`config.mk`:
```
export PLATFORM = sky130hd
export DESIGN_NAME = rtt_fifo
export DESIGN_NICKNAME = d
export VERILOG_FILES = /design/src/rtl/core/rtt_pkg.sv /design/src/rtl/core/rtt_fifo.sv
export VERILOG_INCLUDE_DIRS = /design/src /design/src/rtl/core
export SDC_FILE = /design/constraint.sdc
export NUM_CORES = 1
export LEC_CHECK = 0
export ABC_AREA = 1
export BUFFER_PORTS_ARGS = -buffer_cell sky130_fd_sc_hd__buf_4
export CAP_MARGIN = 10
export CORE_MARGIN = 3
export CORE_UTILIZATION = 50
export CTS_CLUSTER_DIAMETER = 80
export DETAILED_ROUTE_END_ITERATION = 12
export PLACE_DENSITY = 0.75
export SYNTH_ARGS = -nofsm -noshare
export SYNTH_HDL_FRONTEND = slang
export SYNTH_SLANG_ARGS = --single-unit
export TNS_END_PERCENT = 1
```
`constraint.sdc`:
```
create_clock -name clk -period 4.6 [get_ports clk]
set_input_delay 0.92 -clock clk [delete_from_list [all_inputs] [get_ports clk]]
set_output_delay 0.92 -clock clk [all_outputs]
set_load 0.05 [all_outputs]
```
`src/rtl/core/assert_macros.svh`:
```
// Assertion helpers shared by the converter modules.
// All checks sample on the rising edge of clk and are disabled while rst_n is low.
`ifndef ASSERT_MACROS_SVH
`define ASSERT_MACROS_SVH

// Plain property check.
`define RTT_ASSERT(lbl, prop, msg) \
  lbl: assert property (@(posedge clk) disable iff (!rst_n) (prop)) else $error(msg);

// Implication check: when ante holds, cons must hold in the same cycle.
`define RTT_ASSERT_IMP(lbl, ante, cons, msg) \
  lbl: assert property (@(posedge clk) disable iff (!rst_n) (ante) |-> (cons)) else $error(msg);

// Next-cycle implication check.
`define RTT_ASSERT_NXT(lbl, ante, cons, msg) \
  lbl: assert property (@(posedge clk) disable iff (!rst_n) (ante) |=> (cons)) else $error(msg);

`endif

```
`src/rtl/core/rtt_pkg.sv`:
```
`timescale 1ns / 1ps
// ----------------------------------------------------------------------------
// rtt_pkg
// Shared types, constants and helpers of the raster to tile converter.
// ----------------------------------------------------------------------------
package rtt_pkg;

  // Image geometry
  localparam int MaxWidthTiles  = 64;
  localparam int MaxHeightTiles = 1024;
  localparam int PixW           = 4;
  localparam int PixPerWord     = 8;
  localparam int WordW          = PixW * PixPerWord;
  localparam int PartW          = PixW * (PixPerWord - 1);
  localparam int TileRows       = 8;
  localparam int StoreRows      = TileRows - 1;

  // Field and counter widths
  localparam int ByteW   = 8;
  localparam int WidthW  = 7;
  localparam int HeightW = 11;
  localparam int ColW    = $clog2(MaxWidthTiles);
  localparam int RowW    = $clog2(TileRows);
  localparam int PixCntW = $clog2(PixPerWord);
  localparam int BandW   = $clog2(MaxHeightTiles);
  localparam int TileW   = 16;

  // Line store
  localparam int MemDepth = StoreRows * MaxWidthTiles;
  localparam int AddrW    = $clog2(MemDepth);

  // Command queue between front and back
  localparam int QDepth = 2;
  localparam int QPtrW  = (QDepth > 1) ? $clog2(QDepth) : 1;
  localparam int QCntW  = $clog2(QDepth + 1);

  // Configuration port
  localparam int CfgIdxW  = 2;
  localparam int CfgDataW = HeightW;

  typedef enum logic [CfgIdxW-1:0] {
    CfgWidthTiles  = 2'd0,
    CfgHeightTiles = 2'd1,
    CfgPackedInput = 2'd2
  } cfg_idx_t;

  // One finished row word and what to do with it
  typedef struct packed {
    logic [WordW-1:0] word;
    logic [ColW-1:0]  col;
    logic [RowW-1:0]  row;
    logic             emit;
    logic             last;
    logic [TileW-1:0] tile;
  } word_cmd_t;

  // Width in tiles, clamped to 1..MaxWidthTiles
  function automatic logic [WidthW-1:0] eff_width(input logic [WidthW-1:0] w);
    logic [WidthW-1:0] r;
    r = w;
    if (w == '0) r = WidthW'(1);
    else if (int'(w) > MaxWidthTiles) r = WidthW'(MaxWidthTiles);
    return r;
  endfunction

  // Height in tiles, clamped to 1..MaxHeightTiles
  function automatic logic [HeightW-1:0] eff_height(input logic [HeightW-1:0] h);
    logic [HeightW-1:0] r;
    r = h;
    if (h == '0) r = HeightW'(1);
    else if (int'(h) > MaxHeightTiles) r = HeightW'(MaxHeightTiles);
    return r;
  endfunction

  // Line store address of a row and tile column
  function automatic logic [AddrW-1:0] mem_addr(input logic [RowW-1:0] row,
                                                input logic [ColW-1:0] col);
    return AddrW'(int'(row) * MaxWidthTiles + int'(col));
  endfunction

  // Queue pointer advance with wrap
  function automatic logic [QPtrW-1:0] next_ptr(input logic [QPtrW-1:0] p);
    logic [QPtrW-1:0] r;
    r = p + QPtrW'(1);
    if (int'(p) == QDepth - 1) r = '0;
    return r;
  endfunction

endpackage

```
`src/rtl/core/rtt_fifo.sv`:
```
`timescale 1ns / 1ps
`include "assert_macros.svh"
// ----------------------------------------------------------------------------
// rtt_fifo
// Short command queue that decouples the packing front from the emit back.
// ----------------------------------------------------------------------------
module rtt_fifo (
  input  logic               clk,
  input  logic               rst_n,
  input  logic               push,
  input  rtt_pkg::word_cmd_t push_cmd,
  output logic               full,
  input  logic               pop,
  output rtt_pkg::word_cmd_t pop_cmd,
  output logic               valid
);
  import rtt_pkg::*;

  word_cmd_t        q_r [QDepth];
  logic [QPtrW-1:0] wr_ptr_r;
  logic [QPtrW-1:0] rd_ptr_r;
  logic [QCntW-1:0] cnt_r;
  logic             do_push;
  logic             do_pop;

  assign full    = (cnt_r == QCntW'(QDepth));
  assign valid   = (cnt_r != '0);
  assign do_push = push && !full;
  assign do_pop  = pop && valid;
  assign pop_cmd = q_r[rd_ptr_r];

  // Store entries
  always_ff @(posedge clk) begin
    if (do_push) begin
      q_r[wr_ptr_r] <= push_cmd;
    end
  end

  // Advance pointers and fill count
  always_ff @(posedge clk) begin
    if (!rst_n) begin
      wr_ptr_r <= '0;
      rd_ptr_r <= '0;
      cnt_r    <= '0;
    end else begin
      if (do_push) wr_ptr_r <= next_ptr(wr_ptr_r);
      if (do_pop)  rd_ptr_r <= next_ptr(rd_ptr_r);
      if (do_push && !do_pop)      cnt_r <= cnt_r + QCntW'(1);
      else if (do_pop && !do_push) cnt_r <= cnt_r - QCntW'(1);
    end
  end

  `RTT_ASSERT(a_cnt_bound, cnt_r <= QCntW'(QDepth), "queue count beyond depth")
  `RTT_ASSERT_NXT(a_cnt_inc, do_push && !do_pop, cnt_r == $past(cnt_r) + QCntW'(1),
                  "queue count did not grow on push")

endmodule

```
== Word-level counts from Yosys, hierarchy flattened ==
Memories as Yosys holds them, arrays and structs flattened. A register that Yosys moved wholly into a read port is not among the register bits.
Index checks and enable logic that the tools add are counted.
Operators by class
  add/sub/neg operators: 4
  magnitude comparators: 0
  equal/unequal tests: 1
  mux-type cells: 8
  bitwise gates (word level): 0
  multipliers: 0
  reduce and logical (&&, ||, !) cells: 9
  shifts and indexed selects: 0
  div/mod/pow operators: 0
Operator list (number)
  two-way mux 1 bit: 6
  logical AND 1 bit: 4
  two-way mux 2 bit: 2
  nonzero test 2 bit: 2
  logical NOT 1 bit: 3
  adder 1 bit (second input constant): 2
  adder 2 x 1 -> 2 bit (second input constant): 1
  equality test 2 bit (second input constant): 1
  subtractor 2 x 1 -> 2 bit (second input constant): 1
Storage, ports and cells
  bits of input ports: 63
  output and inout bits: 61
  bits in latches: 0
  memory bits (read-only): 0
  memories: 1
  RAM bits: 118
  flip-flop bits (word level): 4
  logic and storage cells: 26
Memory list
  q_r: depth 2, width 59, read ports 1, clocked after Yosys merged registers in 1, wr ports 1, line rtt_fifo.sv:19  | word_cmd_t q_r [QDepth];

== Depth between registers and ports, before layout ==
  word-level depth: 7
  gate-level depth with buffers: 10
  gate-level depth less buffers: 10

== Worst setup path after synthesis ==
OpenSTA, ideal clock, no wires.
  path type: in2reg
  from: input port push
  to: memory q_r[0][0] in the netlist's numbering, enable pin
  slack: 579 ps
  library setup time: 476 ps
  arrival time: 3545 ps
  data required time: 4124 ps
  stages: 2
  buffers on the path: 0
  cell sequence: o21ai_0 -> nor2_1
Between the ends
  cells in the longest elaborated chain, start to end: 3
RTL lines
  start, declared: line rtt_fifo.sv:10  | input logic push,
  logical AND 1 bit: line rtt_fifo.sv:28  | assign do_push = push && !full;
  two-way mux 1 bit: line rtt_fifo.sv:34  | if (do_push) begin
  two-way mux 1 bit (implied by the code): line rtt_fifo.sv:35  | q_r[wr_ptr_r] <= push_cmd;
  end, declared: line rtt_fifo.sv:19
No other way between the ends.

==> metrics.md <==
| Metric | Value |
|---|---|
| Outcome | `finished, final reports clean` |
| Fin cells | `481` |
| FFs w/ async S/R, synth | `0%` |
| Setup crit end kind | `output port` |
| Gpl congestion | `0.737` |
| Final setup vio count | `0` |
| Top-area cell type share of the netlist area | `78.0%` |
| Most frequent cells after synthesis | `118 x edfxtp_1, 49 x mux2_2, 10 x mux2_4` |
| Most numerous cell in the Yosys netlist | `edfxtp_1` |
| CTS max path bufs | `2` |
| Clock-pin slew on the worst setup and hold paths | `0.05 ns` |
| Startpoint types | `flip-flop` |
| GRT overflow | `0` |
| Seq cells post-synth | `123` |
| Final hold viol count | `0` |
| CTS root buf | `clkbuf_8` |
| Hold_buf cts | `0` |
| PD cells | `655 nW/um2` |
| Final Cycle Share | `72.5%` |
| Critical path's largest stage delay | `0.76 ns` |
| Min-delay worst type | `flip-flop to flip-flop` |
| Total core area | `8760 um2` |
| TritonCTS Buffers | `17` |
| Crit Path Class | `flip-flop to output port` |
| Ant diodes | `0` |
| Number of cell rows | `34` |
| Slew Viols, Final | `0` |
| Syn avg cell area | `20.6 um2` |
| Vias/cell | `5.03` |
| Cell accounting for the most synthesized area | `edfxtp_1` |
| Cell Chain, Critical Path | `buf_4 -> mux2_2 -> buf_4` |
| Post-CTS Setup Inserts | `0` |
| Post-Syn Area | `4540 um2` |
| Achievable Freq | `0.300 GHz` |
| Vias in the first global route | `2531` |
| Post-synthesis sequential area ratio | `80.2%` |
| Placed instance count | `450` |
| Total number of yosys warnings | `0` |
| P&R area growth vs syn | `36.1%` |
| CP dominant cell by count | `buf_4` |
| Clock Latency Late Sink | `0.50 ns` |
| GRT Overall Usage | `16.7%` |
| CTS Sinks | `123` |
| Largest net degree at the start of global routing | `34` |
| Worst-Margin Slew | `0.973 ns` |
| Syn_nets | `285` |
| Die Ht | `101 um` |
| Number of routed nets with antenna violations | `0` |
| Drt wl/cell | `17.3 um` |
| Required @ worst endpoint | `3.68 ns` |
| I/O pins | `124` |
| Setup TNS | `0 ns` |
| Critical path's slowest cell | `dfxtp_2` |
| Max Cap Viol | `0` |
| Die ar. | `10300 um2` |
| Die X | `101 um` |
| Synth Flop Type | `edfxtp_1` |
| Top cells by area, synth | `edfxtp_1 78%, mux2_2 12%, mux2_4 3.3%, dfxtp_1 2.2%, nor2_1 0.74%` |
| Initial Util | `51.9%` |
| Cells after synthesis | `221` |
| Detailed-route DRC error count | `0` |
| CTS H-tree depth | `4` |
| Crit path DAT | `2.42 ns` |
| CTS tree | `done` |
| Drt pass-1 iters | `4` |
| Buffers on Ports | `123` |
| RSZ-0062 raised after global routing | `no` |
| First-pass GRT wire length | `12400 um` |
| Min cycle time layout | `3.34 ns` |
| Power, Total | `4.05 mW` |
| EDFF count, synth | `118` |
| Netlist cell types | `16` |
| Share of cells above drive strength 1 | `59.0%` |
| Fin Hold WS | `0.521 ns` |
| Via count | `2418` |
| Dpl hpwl | `5660 um` |
| Final net count | `425` |
| Max-slew headroom | `35.0%` |
| Fillers | `568` |
| Initial antenna violation count | `0` |
| P_leak | `2.37 nW` |
| Peak fanout along the critical path | `33` |
| DRT iter0 DRCs | `115` |
| Worst clock skew | `0.00504 ns` |
| Peak VDD IR | `0.415 mV` |
| Final WL | `8330 um` |
| Post-CTS sizing | `0` |
report_power, final:
part | switching [mW] | internal [mW]
sequential | 0.0663 | 1.42
combinational | 0.848 | 0.428
clock | 0.465 | 0.823
total | 1.38 | 2.67
critical path: cells and delay by family, from the launching register on:
kind | cells | cell delay [ns]
DFF | 1 | 0.76
muxes | 1 | 0.41
buffers and inverters | 2 | 0.73
cell families (layout without fill, tap and decap cells):
kind of cell               Yosys count  after routing  synth area share (%)
DFF                                123            123                  80.2
muxes                               59             59                  15.4
and+or+nand+nor                     18             18                  1.57
buffers and inverters               15            167                  1.93
AOI/OAI and AO/OA                    5              5                 0.606
adders and majority gates            1              1                 0.275
layer usage:
metal	global-route usage, %	vias to the layer above	part of all wire, %
met5	0	-	0
met4	6.95	0	1.7
met3	7.09	14	7.7
met2	26.7	90	50
met1	20.1	1180	41
li1	-	1134	-
area by class of cell:
| type | count | area [um2] | share of cell area (%) |
|---|---|---|---|
| multi-input combinational | 83 | 828 | 13.4 |
| sequential | 123 | 3640 | 58.9 |
| clock inverter | 14 | 173 | 2.79 |
| clock buffer | 17 | 414 | 6.69 |
| timing repair buffer | 128 | 961 | 15.5 |
| inverter | 8 | 30.0 | 0.485 |
| tap | 108 | 135 | 2.18 |
path summary, 6_finish.rpt:
kind | from | endpoint | depth (start not counted) | slack (ns)
worst max register to register | cnt_r[0]$_SDFFE_PN0P_ | q_r[1][16]$_DFFE_PP_ | 3 | 2.35
worst min-delay path | rd_ptr_r$_SDFFE_PN0P_ | rd_ptr_r$_SDFFE_PN0P_ | 2 | 0.52
worst max-delay path | flip-flop | pop_cmd[3] | 3 | 1.26
worst min register to register | rd_ptr_r$_SDFFE_PN0P_ | rd_ptr_r$_SDFFE_PN0P_ | 2 | 0.52
per-stage QoR:
stage / cell area [um2] / util [%] / setup WS (ns)
floorplan: 4540 / - / 0.579
detailed placement: 5600 / 63.9 / 1.73
global route: 6190 / 70.6 / 1.12
CTS: 6190 / 70.6 / 1.20
global placement: 5600 / 63.9 / 1.75
finish: 6190 / 70.6 / 1.26
flip-flops by register name, indices dropped and copies added (netlist names), named ones only:
register	cells
wr_ptr_r	1
q_r	118
cnt_r	2
rd_ptr_r	1
cell usage in the layout (no fill, tap or decap), types with 2 or more instances in the layout:
cell,instances
mux2_2,49
clkinvlp_4,4
dfxtp_1,4
inv_6,2
nor2_1,7
bufinv_16,3
clkbuf_16,16
mux2_4,10
edfxtp_1,118
nand2_1,7
inv_1,8
nor2_4,2
o21ai_0,3
clkinv_4,3
buf_4,128
(Power assumes the default switching activity.)
