**config.mk**
```make
export PLATFORM = sky130hd
export DESIGN_NAME = rtt_front_flat
export DESIGN_NICKNAME = d
export VERILOG_FILES = /design/src/rtl/core/rtt_pkg.sv /design/src/rtl/core/rtt_in_if.sv /design/src/rtl/core/rtt_front.sv /design/src/flat_wrapper.sv
export VERILOG_INCLUDE_DIRS = /design/src /design/src/rtl/core
export SDC_FILE = /design/constraint.sdc
export NUM_CORES = 1
export LEC_CHECK = 0
export ABC_AREA = 1
export BUFFER_PORTS_ARGS = -buffer_cell sky130_fd_sc_hd__buf_2
export CAP_MARGIN = 10
export CORE_AREA = 3 3 102 104
export DETAILED_ROUTE_END_ITERATION = 16
export DIE_AREA = 0 0 105 107
export PLACE_DENSITY = 0.81
export SYNTH_ARGS = -nofsm -noshare
export SYNTH_HDL_FRONTEND = slang
export SYNTH_SLANG_ARGS = --single-unit
```
**constraint.sdc**
```tcl
create_clock -name clk -period 2.55 [get_ports clk]
set_clock_uncertainty 0.1 [all_clocks]
set_input_delay 0.255 -clock clk [delete_from_list [all_inputs] [get_ports clk]]
set_output_delay 0.255 -clock clk [all_outputs]
set_load 0.02 [all_outputs]
```
**src/rtl/core/assert_macros.svh**
```systemverilog
// Assertion helpers shared by the converter modules.
// All checks sample on the rising edge of clk and are disabled while rst_n is low.
`ifndef ASSERT_MACROS_SVH
`define ASSERT_MACROS_SVH

// Plain property check.
`define RTT_ASSERT(lbl, prop, msg) \
  lbl: assert property (@(posedge clk) disable iff (!rst_n) (prop)) else $error(msg);

// Implication check: when ante holds, cons must hold in the same cycle.
`define RTT_ASSERT_IMP(lbl, ante, cons, msg) \
  lbl: assert property (@(posedge clk) disable iff (!rst_n) (ante) |-> (cons)) else $error(msg);

// Next-cycle implication check.
`define RTT_ASSERT_NXT(lbl, ante, cons, msg) \
  lbl: assert property (@(posedge clk) disable iff (!rst_n) (ante) |=> (cons)) else $error(msg);

`endif

```
**src/rtl/core/rtt_pkg.sv**
```systemverilog
`timescale 1ns / 1ps
// ----------------------------------------------------------------------------
// rtt_pkg
// Shared types, constants and helpers of the raster to tile converter.
// ----------------------------------------------------------------------------
package rtt_pkg;

  // Image geometry
  localparam int MaxWidthTiles  = 64;
  localparam int MaxHeightTiles = 1024;
  localparam int PixW           = 4;
  localparam int PixPerWord     = 8;
  localparam int WordW          = PixW * PixPerWord;
  localparam int PartW          = PixW * (PixPerWord - 1);
  localparam int TileRows       = 8;
  localparam int StoreRows      = TileRows - 1;

  // Field and counter widths
  localparam int ByteW   = 8;
  localparam int WidthW  = 7;
  localparam int HeightW = 11;
  localparam int ColW    = $clog2(MaxWidthTiles);
  localparam int RowW    = $clog2(TileRows);
  localparam int PixCntW = $clog2(PixPerWord);
  localparam int BandW   = $clog2(MaxHeightTiles);
  localparam int TileW   = 16;

  // Line store
  localparam int MemDepth = StoreRows * MaxWidthTiles;
  localparam int AddrW    = $clog2(MemDepth);

  // Command queue between front and back
  localparam int QDepth = 2;
  localparam int QPtrW  = (QDepth > 1) ? $clog2(QDepth) : 1;
  localparam int QCntW  = $clog2(QDepth + 1);

  // Configuration port
  localparam int CfgIdxW  = 2;
  localparam int CfgDataW = HeightW;

  typedef enum logic [CfgIdxW-1:0] {
    CfgWidthTiles  = 2'd0,
    CfgHeightTiles = 2'd1,
    CfgPackedInput = 2'd2
  } cfg_idx_t;

  // One finished row word and what to do with it
  typedef struct packed {
    logic [WordW-1:0] word;
    logic [ColW-1:0]  col;
    logic [RowW-1:0]  row;
    logic             emit;
    logic             last;
    logic [TileW-1:0] tile;
  } word_cmd_t;

  // Width in tiles, clamped to 1..MaxWidthTiles
  function automatic logic [WidthW-1:0] eff_width(input logic [WidthW-1:0] w);
    logic [WidthW-1:0] r;
    r = w;
    if (w == '0) r = WidthW'(1);
    else if (int'(w) > MaxWidthTiles) r = WidthW'(MaxWidthTiles);
    return r;
  endfunction

  // Height in tiles, clamped to 1..MaxHeightTiles
  function automatic logic [HeightW-1:0] eff_height(input logic [HeightW-1:0] h);
    logic [HeightW-1:0] r;
    r = h;
    if (h == '0) r = HeightW'(1);
    else if (int'(h) > MaxHeightTiles) r = HeightW'(MaxHeightTiles);
    return r;
  endfunction

  // Line store address of a row and tile column
  function automatic logic [AddrW-1:0] mem_addr(input logic [RowW-1:0] row,
                                                input logic [ColW-1:0] col);
    return AddrW'(int'(row) * MaxWidthTiles + int'(col));
  endfunction

  // Queue pointer advance with wrap
  function automatic logic [QPtrW-1:0] next_ptr(input logic [QPtrW-1:0] p);
    logic [QPtrW-1:0] r;
    r = p + QPtrW'(1);
    if (int'(p) == QDepth - 1) r = '0;
    return r;
  endfunction

endpackage

```
**src/rtl/core/rtt_in_if.sv**
```systemverilog
`timescale 1ns / 1ps
// ----------------------------------------------------------------------------
// rtt_in_if
// Pixel byte request channel: valid, ready and one raster byte.
// ----------------------------------------------------------------------------
interface rtt_in_if;
  logic                      valid;
  logic                      ready;
  logic [rtt_pkg::ByteW-1:0] pixel_byte;

  modport source (output valid, output pixel_byte, input ready);
  modport sink   (input valid, input pixel_byte, output ready);
endinterface

```
**src/rtl/core/rtt_front.sv**
```systemverilog
`timescale 1ns / 1ps
`include "assert_macros.svh"
// ----------------------------------------------------------------------------
// rtt_front
// Holds configuration, packs pixels into row words and classifies each
// finished word as a line store write or a tile emit.
// ----------------------------------------------------------------------------
module rtt_front (
  input  logic                         clk,
  input  logic                         rst_n,
  input  logic                         cfg_we,
  input  logic [rtt_pkg::CfgIdxW-1:0]  cfg_idx,
  input  logic [rtt_pkg::CfgDataW-1:0] cfg_wdata,
  rtt_in_if.sink                       in_stream,
  output logic                         push,
  output rtt_pkg::word_cmd_t           push_cmd,
  input  logic                         q_full
);
  import rtt_pkg::*;

  logic [WidthW-1:0]  width_r;
  logic [HeightW-1:0] height_r;
  logic               packed_r;

  logic [PartW-1:0]   word_r, word_nxt;
  logic [PixCntW-1:0] pix_r, pix_nxt;
  logic [ColW-1:0]    col_r, col_nxt;
  logic [RowW-1:0]    row_r, row_nxt;
  logic [BandW-1:0]   band_r, band_nxt;
  logic [TileW-1:0]   tile_r, tile_nxt;

  logic               accept;
  logic               done;
  logic [WordW-1:0]   done_word;
  logic [PixW-1:0]    hi_nib, lo_nib;
  logic [WidthW-1:0]  w_eff;
  logic [HeightW-1:0] h_eff;
  logic               row_end;
  logic               emit;
  logic               last;

  assign in_stream.ready = !q_full;
  assign accept = in_stream.valid && in_stream.ready;
  assign hi_nib = in_stream.pixel_byte[ByteW-1:PixW];
  assign lo_nib = in_stream.pixel_byte[PixW-1:0];

  // Configuration registers
  always_ff @(posedge clk) begin
    if (!rst_n) begin
      width_r  <= WidthW'(1);
      height_r <= HeightW'(1);
      packed_r <= 1'b0;
    end else if (cfg_we) begin
      unique case (cfg_idx_t'(cfg_idx))
        CfgWidthTiles:  width_r  <= cfg_wdata[WidthW-1:0];
        CfgHeightTiles: height_r <= cfg_wdata[HeightW-1:0];
        CfgPackedInput: packed_r <= cfg_wdata[0];
        default: ;
      endcase
    end
  end

  // Shift one or two nibbles into the partial word
  always_comb begin
    done      = 1'b0;
    done_word = '0;
    word_nxt  = word_r;
    pix_nxt   = pix_r;
    if (packed_r) begin
      if (pix_r == PixCntW'(PixPerWord - 1)) begin
        // first nibble closes the word, second opens the next one
        done      = 1'b1;
        done_word = {word_r, hi_nib};
        word_nxt  = PartW'(lo_nib);
        pix_nxt   = PixCntW'(1);
      end else if (pix_r == PixCntW'(PixPerWord - 2)) begin
        done      = 1'b1;
        done_word = {word_r[PartW-PixW-1:0], hi_nib, lo_nib};
        word_nxt  = '0;
        pix_nxt   = '0;
      end else begin
        word_nxt  = {word_r[PartW-2*PixW-1:0], hi_nib, lo_nib};
        pix_nxt   = pix_r + PixCntW'(2);
      end
    end else begin
      if (pix_r == PixCntW'(PixPerWord - 1)) begin
        done      = 1'b1;
        done_word = {word_r, lo_nib};
        word_nxt  = '0;
        pix_nxt   = '0;
      end else begin
        word_nxt  = {word_r[PartW-PixW-1:0], lo_nib};
        pix_nxt   = pix_r + PixCntW'(1);
      end
    end
  end

  // Classify the finished word and advance the position counters
  always_comb begin
    w_eff    = eff_width(width_r);
    h_eff    = eff_height(height_r);
    row_end  = (WidthW'(col_r) + WidthW'(1)) >= w_eff;
    emit     = (row_r == RowW'(StoreRows));
    last     = emit && row_end && (band_r == BandW'(h_eff - HeightW'(1)));
    col_nxt  = col_r;
    row_nxt  = row_r;
    band_nxt = band_r;
    tile_nxt = tile_r;
    if (emit) begin
      tile_nxt = tile_r + TileW'(1);
    end
    if (last) begin
      col_nxt  = '0;
      row_nxt  = '0;
      band_nxt = '0;
      tile_nxt = '0;
    end else if (row_end) begin
      col_nxt = '0;
      if (emit) begin
        row_nxt  = '0;
        band_nxt = band_r + BandW'(1);
      end else begin
        row_nxt = row_r + RowW'(1);
      end
    end else begin
      col_nxt = col_r + ColW'(1);
    end
  end

  assign push          = accept && done;
  assign push_cmd.word = done_word;
  assign push_cmd.col  = col_r;
  assign push_cmd.row  = row_r;
  assign push_cmd.emit = emit;
  assign push_cmd.last = last;
  assign push_cmd.tile = tile_r;

  // Hold packing and position state
  always_ff @(posedge clk) begin
    if (!rst_n) begin
      word_r <= '0;
      pix_r  <= '0;
      col_r  <= '0;
      row_r  <= '0;
      band_r <= '0;
      tile_r <= '0;
    end else if (accept) begin
      word_r <= word_nxt;
      pix_r  <= pix_nxt;
      if (done) begin
        col_r  <= col_nxt;
        row_r  <= row_nxt;
        band_r <= band_nxt;
        tile_r <= tile_nxt;
      end
    end
  end

  `RTT_ASSERT_NXT(a_end_of_image_restart, push && push_cmd.last,
                  band_r == '0 && tile_r == '0 && col_r == '0 && row_r == '0,
                  "position counters not cleared after the final tile")
  `RTT_ASSERT_IMP(a_emit_only_on_last_row, push && push_cmd.emit,
                  push_cmd.row == RowW'(StoreRows),
                  "tile emit requested before the last band row")

endmodule

```
**src/flat_wrapper.sv**
```systemverilog
// flat-port wrapper written by rule: the top's interface ports become plain ports
module rtt_front_flat import rtt_pkg::*;
  (clk, rst_n, cfg_we, cfg_idx, cfg_wdata, push, push_cmd, q_full, in_stream_valid, in_stream_pixel_byte, in_stream_ready);
  rtt_in_if in_stream_i ();
  input  logic clk;
  input  logic rst_n;
  input  logic cfg_we;
  input  logic [rtt_pkg::CfgIdxW-1:0] cfg_idx;
  input  logic [rtt_pkg::CfgDataW-1:0] cfg_wdata;
  output logic push;
  output rtt_pkg::word_cmd_t push_cmd;
  input  logic q_full;
  input wire logic [$bits(in_stream_i.valid)-1:0] in_stream_valid;
  input wire logic [$bits(in_stream_i.pixel_byte)-1:0] in_stream_pixel_byte;
  output wire logic [$bits(in_stream_i.ready)-1:0] in_stream_ready;
  assign in_stream_i.valid = in_stream_valid;
  assign in_stream_i.pixel_byte = in_stream_pixel_byte;
  assign in_stream_ready = in_stream_i.ready;
  rtt_front u_core (.clk(clk), .rst_n(rst_n), .cfg_we(cfg_we), .cfg_idx(cfg_idx), .cfg_wdata(cfg_wdata), .in_stream(in_stream_i), .push(push), .push_cmd(push_cmd), .q_full(q_full));
endmodule
```
== Word level (Yosys, flattened, before mapping) ==
Cells that the tools add are included.

* Reductions and logical operators: 17
* Add/subtract/negate cells: 8
* Mux-type cells: 30
* $lt $le $gt $ge: 3
* Equal/unequal tests: 6

{| class="wikitable"
|+ Operators with widths
! kind !! count
|-
| two-way mux 32 bit || 4
|-
| two-way mux 28 bit || 4
|-
| two-way mux 10 bit || 5
|-
| two-way mux 16 bit || 2
|-
| two-way mux 3 bit || 7
|-
| adder 16 x 1 -> 16 bit (second input constant) || 1
|-
| two-way mux 7 bit || 2
|-
| two-way mux 6 bit || 2
|-
| > comparator 11 bit (second input constant) || 1
|-
| zero test 11 bit || 1
|-
| adder 10 x 1 -> 10 bit (second input constant) || 1
|-
| == test 10 bit || 1
|-
| subtractor 10 x 1 -> 10 bit (second input constant) || 1
|-
| == test 3 bit (second input constant) || 3
|-
| AND reduction 2 bit || 4
|-
| adder 6 x 1 -> 7 bit (second input constant) || 1
|-
| >= comparator 7 bit || 1
|-
| > comparator 7 bit (second input constant) || 1
|-
| zero test 7 bit || 1
|-
| adder 3 x 1 -> 3 bit (second input constant) || 2
|-
| adder 6 x 1 -> 6 bit (second input constant) || 1
|-
| AND reduction 3 bit || 2
|-
| logical AND 1 bit || 4
|-
| two-way mux 1 bit || 4
|-
| 7 further kinds || 8
|}

* Bits of input ports: 26
* Flip-flop bits (word level): 85
* Output and inout bits: 61

== Depth between registers and ports, before layout ==
Gate-level depths: netlist (run 1).

* Word-level depth: 8
* Gate-level depth with buffers: 20
* Gate-level depth less buffers: 20

== Least setup slack after synthesis (run 1) ==
Ideal clock, no wire load.

* Path type: flip-flop to flip-flop
* Start point: register u_core.col_r[0]
* End point: register u_core.band_r[8]
* Path slack: -134 ps
* Arrival: 2465 ps
* Buffers on the path: 0
* Stages on the path, launching flop included: 20
* Path through: dfxtp_1 nand3_1 nand3b_1 xor2_1 ha_1 nand2_1 inv_1 nand2_1 nor2_1 nand3_1 nand3_1 nand2_2 nor2_4 nand2_1 nor3_2 nand3_1 nand2_1 nand2_1 inv_1 nor2_1

* Longest elaborated chain between the ends: 6

{| class="wikitable"
|+ RTL lines
! item !! line !! text
|-
| start, declared || rtt_front.sv:27 || <nowiki>logic [ColW-1:0] col_r, col_nxt;</nowiki>
|-
| start signal, assigned || rtt_front.sv:151 || <nowiki>col_r <= col_nxt;</nowiki>
|-
| adder 6 x 1 -> 7 bit * || rtt_front.sv:102 || <nowiki>row_end = (WidthW'(col_r) + WidthW'(1)) >= w_eff;</nowiki>
|-
| >= comparator 7 bit * || rtt_front.sv:102 ||
|-
| logical AND 1 bit (2 in a row) || rtt_front.sv:104 || <nowiki>last = emit && row_end && (band_r == BandW'(h_eff - HeightW'(1)));</nowiki>
|-
| nonzero test 2 bit (no source line) || n/a ||
|-
| AND reduction 4 bit (no source line) || n/a ||
|-
| end signal, assigned || rtt_front.sv:153 || <nowiki>band_r <= band_nxt;</nowiki>
|-
| end, declared || rtt_front.sv:29 || <nowiki>logic [BandW-1:0] band_r, band_nxt;</nowiki>
|}

Mark *: on every way between the ends. The rest lies on a longest branch, timed or not.
A chain may end at the register's enable or synchronous reset.

==> metrics.cfg, run 1 <==
[yosys]
ys_seq_elements=85
synthFlopType=dfxtp_1
netlist_top_cells_count=nand2_1 (114), dfxtp_1 (85), inv_1 (84)
avgSynthCellArea_um2=7.12
synth_fp_nets=708
synth-seq-area-share_pct=35.9
synth_most_common_cell=nand2_1
async_flop_share_pct=0
synth_top_cell_by_area=dfxtp_1
syn-cell-area_um2=4740
ys_warn_count=0
synth-edff-count=0
ys_types=44
synth.top_cell.area_share_pct=35.9
synthCells=665
synth_area_leaders=dfxtp_1 (36%), nand2_1 (9.0%), inv_1 (6.7%), nor2_1 (6.4%), a21oi_1 (4.9%)

[drt]
route.detailed.drc=0
detail_route.wl_per_cell_um=14.5
routed_wl_um=13200
routed_via_density=5.51
vias=5012
dr.pass1.iters=5
drtAntennaViolNets=0
drt-initial-drc-count=284

[die]
fp.dieH_um=107
coreArea_um2=9640
dieArea_um2=11200
fp.dieW_um=105
ios=87
initial_core_util_pct=49.1
row_count=36

[placement]
io_buffers=86
placed_cell_area_um2=5460
gp_congestion=0.900
dp.final_hpwl_um=9120

[cts]
clk_latency_ns=0.36
clk_pin_slew_worst_paths_ns=0.09
cts.sinks=85
clockRootBuffer=clkbuf_8
cts_tree=built
htreeDepth=3
max-clock-path-buffers=2
cts_hold_buf=0
numCtsBuffers=9

[layout]
multi_input_area_um2=2750
fin_nets=815
seq_area_um2=1720
drive_above_1_share_pct=26.5
area_growth_pct=24.4
design_area_um2=5890
final_util_pct=61.1
fill_cells=863
diodes=0

[sta]
period_share_pct=114
setup_violations=27
hold_viol_final=0
max_freq_ghz=0.345
tightest_slew_ns=0.603
fin_ws_ns=-0.349
maxSlewViolCount=0
hold-worst-slack_ns=0.0267
max_slew_margin_pct=59.5
min_period_ns=2.90
rsz0062_at_grt=yes

[hold_path]
hold_class=in2reg
min_path_cells=3

[grt]
grt.total_usage_pct=23.2
grt_antenna_before_repair=0
overflow=0
grt_pass1_wl_um=21900
grt_max_degree=54
grt_pass1_vias=4984

[power]
p_int_w=0.00192
power.total_w=0.00272
clockPowerShare_pct=32.9
total_leakage_power_nw=2.63
power_frac_comb_pct=15.0
p_per_area_nw_per_um2=462
p_sw_w=0.000805
pwr-share-seq_pct=52.1
vdd_ir_drop_max_v=0.000284
p_sw_share_pct=29.6

[critical_path]
reg2reg_depth=19
cp.arrival_ns=2.54
cp_max_fo=3
end_kind=primary output
cp-start-kind=flop
required_ns=2.19
critPathKind=reg2out

[status]
status=complete, but fails checks
violations=negative setup slack

[job]
max-cap-violations=0

-- per-stage QoR --
step                TNS [ns]  instances  setup WS (ns)
floorplan                  0        665       0.000625
finish                 -2.23        910         -0.349
detailed placement    -0.768        886        -0.0666
CTS                   -0.583        909         -0.339
global placement           0        886        0.00983
global route           -8.41        910         -0.545
-- per-layer routing --
layer  track usage, %  vias to the layer above  part of all wire, %
met5                0                        -                    0
met4             8.72                        0                  2.2
met1             27.5                     2331                   40
li1                 -                     2443                    -
met2             40.9                      209                   51
met3             5.24                       29                  6.9
-- critical path, stage by stage, from the launching register on --
cell and delay, ns:
dfxtp_2 0.34, nor2_4 0.14, nand3_2 0.11, o21bai_4 0.18, nand2_1 0.12, ha_4 0.23
a21oi_2 0.11, o21a_1 0.15, nand2_2 0.06, nor2_2 0.12, nand3_1 0.09, nor2_1 0.10
nand2_1 0.07, nor2_2 0.12, nand2_2 0.07, inv_2 0.06, buf_6 0.11
-- registers in the layout (all words and copies together), names as in the netlist --
name,flops
u_core.height_r,11
u_core.width_r,7
u_core.pix_r,3
u_core.packed_r,1
u_core.row_r,3
u_core.band_r,10
u_core.tile_r,16
u_core.word_r,28
u_core.col_r,6
-- worst paths after layout --
path | endpoint | start | slack, ns
min | u_core.height_r[7] | cfg_wdata[7] | 0.03
max | push_cmd[16] | u_core.height_r[0] | -0.35
max reg2reg | u_core.band_r[8] | u_core.col_r[0] | -0.17
min reg2reg | u_core.word_r[26] | u_core.word_r[18] | 0.38
-- repair_timing --
| action | CTS | global route |
|---|---|---|
| endpoints found under the setup margin | 38 | 66 |
| hold endpoints to repair | 0 | 0 |
| pin swaps | 20 | 9 |
| setup buffers | 7 | 1 |
| gates resized for setup | 29 | 30 |
-- power by group through the flow --
stage / Sequential [W] / Combinational, W / Clock (W)
6_report: 0.00142 / 0.000408 / 0.000894
5_1_grt: 0.00142 / 0.000456 / 0.000950
4_1_cts: 0.00141 / 0.000393 / 0.000898
3_5_place_dp: 0.00144 / 0.000367 / 0
3_3_place_gp: 0.00144 / 0.000353 / 0
2_1_floorplan: 0.00144 / 0.000258 / 0
-- kinds of logic after synthesis --
group | after synthesis | synth area share [%]
mux | 1 | 0.211
xor+xnor | 24 | 4.44
flops | 85 | 35.9
fa+ha+maj | 17 | 4.49
compound gates | 159 | 20.6
simple gates | 263 | 24.5
buf+inv | 116 | 9.83
-- cell type report --
cell class | instances | area share [%]
multi-input cells | 464 | 46.7
flip-flops and latches | 85 | 29.2
repair buffers | 123 | 12.5
inverters | 89 | 5.73
well taps | 133 | 2.82
clock buffers | 11 | 2.40
clock inverters | 5 | 0.595
-- cell usage in the layout (no fill, tap or decap), drive strengths merged, types with 2 or more instances in the layout --
cell type,Yosys,routed
xor2,20,20
xnor2,4,4
clkbuf,22,11
ha,17,17
nand3b,3,3
dfxtp,85,85
a211oi,8,8
inv,87,88
o21bai,3,3
a221oi,20,20
clkinv,2,5
nand3,31,31
o21ai,44,44
nand4,8,8
nor2,87,87
o22ai,28,28
nand2,122,122
nor3,10,10
o21a,2,2
a21oi,47,47
buf,5,123
No activity file was read; power rests on OpenSTA's default activity.
==> run 2: changes to the inputs <==
Settings changed: BUFFER_PORTS_ARGS -buffer_cell sky130_fd_sc_hd__buf_2 to not set, DONT_BUFFER_PORTS set to 1, PLACE_DENSITY 0.81 to 0.73.
==> run 2 against run 1 <==
Effect of this change:
- the flow still finishes with violations (negative setup slack)
- cell area rose by 7.6%
- via count decreased by 1.6%
- register-to-register slack worse by 0.11 ns
- fmax increased by 0.12%
- sequential power hardly changed
- first-iteration DRC count fell by 18%
- non-clock buffer count fell by 14
- sequential share of layout area decreased by 2.1 points
- setup slack gained 0.0034 ns
- final cell count decreased by 1.5%
- largest power group unchanged
- combinational power grew 5%
- clock power rose by 5.9%
==> metrics.cfg, run 2 (same netlist as run 1, synthesis figures left out) <==
[layout]
drive_above_1_share_pct=25.3  ; was 26.5%
final_cell_mix=nand2_1 (108), inv_1 (81), dfxtp_1 (76), nor2_1 (75), buf_4 (65)  ; was nand2_1 (106), buf_2 (84), inv_1 (81), dfxtp_1 (75), nor2_1 (72)
reg.largest.list=u_core.word_r x28, u_core.tile_r x16, u_core.height_r x11  ; unchanged
regMostFlops=u_core.word_r  ; unchanged
final_common_cell=nand2_1  ; unchanged
fin_nets=801  ; was 815
fill_cells=802  ; was 863
area_growth_pct=33.9  ; was 24.4%
largest_reg_flops=28  ; unchanged
diodes=0  ; unchanged

[sta]
min_period_ns=2.90  ; about the same
tightest_slew_ns=0.993  ; was 0.603 ns
hold-worst-slack_ns=0.0101  ; was 0.0267 ns
maxSlewViolCount=0  ; unchanged
max_freq_ghz=0.345  ; about the same
hold_viol_final=0  ; unchanged
max_slew_margin_pct=33.6  ; was 59.5%
setup_violations=32  ; was 27
fin_ws_ns=-0.346  ; was -0.349 ns
rsz0062_at_grt=yes  ; unchanged
period_share_pct=114  ; about the same

[critical_path]
cp-start-kind=flop  ; unchanged
slowest_stage=dfxtp_4  ; was dfxtp_2
cp.arrival_ns=2.54  ; about the same
critPathKind=reg2out  ; unchanged
cp_max_fo=3  ; unchanged
worst-path-buf-inv=2  ; unchanged
crit_chain=nand3_4, nand3b_1, xor2_2, ha_1, nand2_2, inv_2, nand2_1, nor2_1, nand3_1, nand3_2, nand3_2, nor2_2, nand2_1, nor2_2, nand2_2, inv_4  ; was nor2_4, nand3_2, o21bai_4, nand2_1, ha_4, a21oi_2, o21a_1, nand2_2, nor2_2, nand3_1, nor2_1, nand2_1, nor2_2, nand2_2, inv_2, buf_6
crit_family=simple AND/OR/NAND/NOR gates  ; unchanged
crit_path_max_incr_delay_ns=0.38  ; was 0.34 ns
reg2reg_slack_ns=-0.28  ; was -0.17 ns
end_kind=primary output  ; unchanged
required_ns=2.19  ; about the same

[die]
fp.dieW_um=105  ; unchanged
coreArea_um2=9640  ; unchanged
ios=87  ; unchanged
initial_core_util_pct=49.1  ; unchanged
fp.dieH_um=107  ; unchanged
dieArea_um2=11200  ; unchanged
row_count=36  ; unchanged

[cts]
htreeDepth=3  ; unchanged
cts.sinks=85  ; unchanged
max-clock-path-buffers=2  ; unchanged
clk_pin_slew_worst_paths_ns=0.11  ; was 0.09 ns
clk_latency_ns=0.38  ; was 0.36 ns
clockRootBuffer=clkbuf_8  ; unchanged
cts_tree=built  ; unchanged
numCtsBuffers=9  ; unchanged

[drt]
routed_via_density=5.51  ; about the same
dr.pass1.iters=5  ; unchanged
drtAntennaViolNets=0  ; unchanged
routed_wl_um=13800  ; was 13200 um
vias=4933  ; was 5012
route.detailed.drc=0  ; unchanged
drt-initial-drc-count=232  ; was 284
detail_route.wl_per_cell_um=15.4  ; was 14.5 um

[power]
vdd_ir_drop_max_v=0.000233  ; was 0.000284 V
total_leakage_power_nw=2.63  ; about the same
power.total_w=0.00279  ; was 0.00272 W
p_per_area_nw_per_um2=440  ; was 462 nW/um^2

[placement]
gp_congestion=0.877  ; was 0.900
io_buffers=0  ; was 86
dp.final_hpwl_um=8760  ; was 9120 um

[grt]
grt_max_degree=54  ; unchanged
grt.total_usage_pct=22.7  ; was 23.2%
grt_pass1_vias=4749  ; was 4984
overflow=0  ; unchanged
grt_pass1_wl_um=21100  ; was 21900 um
grt_antenna_before_repair=0  ; unchanged

[status]
violations=negative setup slack  ; unchanged
status=complete, but fails checks  ; unchanged

[job]
max-cap-violations=0  ; unchanged

[hold_path]
hold_class=in2reg  ; unchanged

==> run 2: cell types whose count changed in the layout (fill, tap and decap cells not counted), moves of 4 or more <==
cell,before,now
o21ai_1,7,3
o22ai_1,26,3
buf_6,3,16
dlygate4sd3_1,0,23
o22ai_2,2,25
buf_2,84,0
buf_4,35,65
==> run 2: layout make-up <==
class / count / area, um^2 / share of cell area [%]
Multi-Input combinational cell: 464 / 2910 / 45.8
Sequential cell: 85 / 1720 / 27.2
Clock buffer: 10 / 128 / 2.01
Clock inverter: 6 / 63.8 / 1.01
Timing Repair Buffer: 109 / 1010 / 16.0
Tap cell: 133 / 166 / 2.62
Inverter: 89 / 340 / 5.37
==> run 2: worst paths after layout <==
path         depth (start not counted)                 to                    start
max                                 16       push_cmd[16]          u_core.col_r[1]
min                                  2   u_core.word_r[2]  in_stream_pixel_byte[2]
max reg2reg                         20   u_core.tile_r[2]          u_core.col_r[1]
min reg2reg                          2  u_core.word_r[24]        u_core.word_r[16]
==> run 2: report_power, final <==
group          internal [W]  switching, W  leakage [nW]
Combinational      0.000170      0.000258          1.84
Clock              0.000383      0.000564        0.0941
Sequential          0.00137     0.0000420         0.697
==> run 2: routing by layer <==
layer  vias to the layer above  GRT usage (%)  share of wire [%]
met2                       145           39.4                 50
met5                         -              0                  0
met4                         0           8.34                2.7
met1                      2339           27.0                 41
li1                       2412              -                  -
met3                        37           5.72                5.7
==> run 2: stage by stage <==
| stage | std cells | util (%) | area, um^2 | worst slack, ns | setup TNS [ns] |
|---|---|---|---|---|---|
| finish | 896 | 65.8 | 6340 | -0.346 | -7.05 |
| global route | 896 | 65.8 | 6340 | -0.489 | -12.40 |
| CTS | 889 | 61.5 | 5930 | -0.291 | -4.11 |
| detailed placement | 843 | 55.7 | 5370 | -0.103 | -1.37 |
| global placement | 843 | 55.7 | 5370 | 0.0242 | 0 |
| floorplan | 665 | - | 4770 | 0.000625 | 0 |
==> run 2: what timing repair did <==
action / 4_1_cts / 5_1_grt
cloned: 0 / 3
setup endpoints to repair: 44 / 55
buffers inserted: 8 / 3
hold buffers: 22 / 1
resized for setup: 24 / 70
pin swaps: 16 / 10
hold endpoints to repair: 41 / 6
==> run 3: changes to the inputs <==
Settings changed: CORE_AREA 3 3 102 104 to 3 3 92 115, DIE_AREA 0 0 105 107 to 0 0 95 118.
==> run 3 against run 2 <==
Effect of this change:
- the run still ends with negative setup slack left
- sequential power is essentially flat
- clock power grew 54%
- core utilization shrank 3.4 points
- final cell count shrank 3.1%
- clock-buffer cell count grew 1
- largest cell class unchanged
==> metrics.cfg, run 3 (same netlist as run 1, synthesis figures left out) <==
[critical_path]
cp.arrival_ns=2.45  ; was 2.54 ns
reg2reg_depth=20  ; unchanged
end_kind=primary output  ; unchanged
required_ns=2.19  ; about the same
cp_max_fo=5  ; was 3
cp-start-kind=flop  ; unchanged
crit_path_max_incr_delay_ns=0.36  ; was 0.38 ns
reg2reg_slack_ns=-0.17  ; was -0.28 ns
critPathKind=reg2out  ; unchanged
crit_top_cell=nand2_1
reg2reg_from=u_core.height_r[5]  ; was u_core.col_r[1]
slowest_stage=dfxtp_2  ; was dfxtp_4
crit_chain=nor2_1, nand2_1, nor2_1, nand2_1, nand2_2, nand2_4, buf_4, buf_4, nand2_1, inv_1, nand3_1, nand2_1, nand2_1, nand2_1, nor2_2, nand2_2, inv_4  ; was nand3_4, nand3b_1, xor2_2, ha_1, nand2_2, inv_2, nand2_1, nor2_1, nand3_1, nand3_2, nand3_2, nor2_2, nand2_1, nor2_2, nand2_2, inv_4
rr_endpoint=u_core.tile_r[0]  ; was u_core.tile_r[2]

[sta]
hold_viol_final=0  ; unchanged
max_freq_ghz=0.357  ; was 0.345 GHz
fin_ws_ns=-0.253  ; was -0.346 ns
setup_tns_ns=-3.40  ; was -7.05 ns
rsz0062_at_grt=yes  ; unchanged
maxSlewViolCount=0  ; unchanged
setup_violations=27  ; was 32
period_share_pct=110  ; was 114%
hold-worst-slack_ns=0.00844  ; was 0.0101 ns
min_period_ns=2.80  ; was 2.90 ns
tightest_slew_ns=0.812  ; was 0.993 ns
max_slew_margin_pct=45.7  ; was 33.6%

[power]
p_sw_share_pct=25.5  ; was 30.9%
power_frac_comb_pct=12.6  ; was 15.3%
total_leakage_power_nw=2.53  ; was 2.63 nW
p_sw_w=0.000839  ; was 0.000863 W
vdd_ir_drop_max_v=0.000580  ; was 0.000233 V
p_per_area_nw_per_um2=547  ; was 440 nW/um^2
clockPowerShare_pct=44.4  ; was 33.9%
pwr-share-seq_pct=43.0  ; was 50.8%
p_int_w=0.00246  ; was 0.00193 W

[status]
violations=negative setup slack  ; unchanged
status=complete, but fails checks  ; unchanged

[cts]
max-clock-path-buffers=2  ; unchanged
clk_latency_ns=0.34  ; was 0.38 ns
htreeDepth=3  ; unchanged
clockRootBuffer=clkbuf_16  ; was clkbuf_8
numCtsBuffers=9  ; unchanged
clk_pin_slew_worst_paths_ns=0.06  ; was 0.11 ns
cts.sinks=85  ; unchanged
cts_tree=built  ; unchanged

[drt]
dr.pass1.iters=7  ; was 5
met3WireLength_um=925  ; was 793 um
drt-met1-wl_um=5090  ; was 5720 um
routed_via_density=5.64  ; was 5.51
route.detailed.drc=0  ; unchanged
wl_met2_um=6720  ; was 6940 um
detail_route.wl_per_cell_um=15.1  ; was 15.4 um
routed_wl_um=13100  ; was 13800 um
drt-initial-drc-count=325  ; was 232
vias=4898  ; was 4933
highest_layer=met4  ; unchanged
drtAntennaViolNets=0  ; unchanged

[hold_path]
min_from=cfg_we  ; was in_stream_pixel_byte[2]
hold_class=in2reg  ; unchanged
holdPathEnd=u_core.packed_r  ; was u_core.word_r[2]
min_path_cells=2  ; unchanged

[grt]
grt_pass1_wl_um=21100  ; about the same
grt_max_degree=54  ; unchanged
grt_pass1_vias=4704  ; was 4749
grt.total_usage_pct=23.2  ; was 22.7%
grt_antenna_before_repair=0  ; unchanged
overflow=0  ; unchanged

[layout]
largest_reg_flops=28  ; unchanged
design_area_um2=6020  ; was 6340 um^2
final_util_pct=62.4  ; was 65.8%
regMostFlops=u_core.word_r  ; unchanged
area_growth_pct=27.2  ; was 33.9%
seq_area_um2=1720  ; about the same
fin_nets=780  ; was 801
final_common_cell=nand2_1  ; unchanged
multi_input_area_um2=2750  ; was 2910 um^2
final_cell_mix=nand2_1 (107), inv_1 (81), dfxtp_1 (79), nor2_1 (75), buf_4 (69)  ; was nand2_1 (108), inv_1 (81), dfxtp_1 (76), nor2_1 (75), buf_4 (65)
reg.largest.list=u_core.word_r x28, u_core.tile_r x16, u_core.height_r x11  ; unchanged
diodes=0  ; unchanged
fill_cells=790  ; was 802
drive_above_1_share_pct=20.4  ; was 25.3%

[placement]
dp.final_hpwl_um=8800  ; was 8760 um
io_buffers=0  ; unchanged
gp_congestion=0.858  ; was 0.877
placed_cell_area_um2=5270  ; was 5370 um^2

[die]
fp.dieH_um=118  ; was 107 um
coreArea_um2=9660  ; was 9640 um^2
dieArea_um2=11200  ; about the same
initial_core_util_pct=49.0  ; was 49.1%
fp.dieW_um=95  ; was 105 um
ios=87  ; unchanged
row_count=40  ; was 36

[job]
max-cap-violations=0  ; unchanged

## run 3: cell count changes in the layout (fill, tap and decap cells not counted), sizes merged
cell / change
buf: -11
dlygate4sd3: -7
inv: -4
bufinv: +2
clkbuf: -2
clkinv: +1
## run 3: area by class of cell
class | instances | area share (%)
clock inverter | 5 | 1.35
inverter | 89 | 5.65
multi-input combinational | 464 | 45.7
timing repair buffer | 88 | 12.0
tap | 126 | 2.62
clock buffer | 11 | 4.22
sequential | 85 | 28.5
## run 3: through the flow
step | power, W | setup slack (ns) | instances
3_5_place_dp | 0.00178 | -0.0610 | 826
5_1_grt | 0.00341 | -0.435 | 868
6_report | 0.00330 | -0.253 | 868
4_1_cts | 0.00328 | -0.287 | 867
2_1_floorplan | 0.00170 | 0.000625 | 665
3_3_place_gp | 0.00177 | 0.0471 | 826
## run 3: worst max path at each step
stage | start | end | slack [ns]
2_1_floorplan | u_core.col_r[0] | u_core.band_r[8] | 0.0006
3_3_place_gp | u_core.col_r[0] | u_core.band_r[8] | 0.05
3_5_place_dp | u_core.col_r[0] | u_core.band_r[8] | -0.06
4_1_cts | u_core.col_r[1] | push_cmd[16] | -0.29
5_1_grt | u_core.col_r[0] | push_cmd[16] | -0.44
6_report | u_core.height_r[5] | push_cmd[16] | -0.25
## run 3: power groups by stage
stage | combinational, W | sequential, W | clock, W
after detailed placement | 0.000338 | 0.00144 | 0
after CTS | 0.000391 | 0.00141 | 0.00147
after floorplan | 0.000258 | 0.00144 | 0
final | 0.000414 | 0.00142 | 0.00146
after global placement | 0.000327 | 0.00144 | 0
after global routing | 0.000458 | 0.00142 | 0.00153
## run 3: critical path, delay by kind of cell, from the launching register on
kind	cells	cell delay, ns
simple gates	13	1.30
flops	1	0.36
buf+inv	4	0.45
## run 3: what timing repair did
item                                    4_1_cts  5_1_grt
endpoints found under the setup margin       47       67
hold endpoints to repair                     29        0
gates resized for setup                      21       28
hold buffers                                 16        0
pin swaps                                    10       16
setup buffers                                 9        2
## run 3: routing by layer
layer,vias to the layer above,global-route usage (%)
li1,2377,-
met1,2319,25.4
met2,166,40.8
met3,36,6.65
met4,0,9.48
met5,-,0
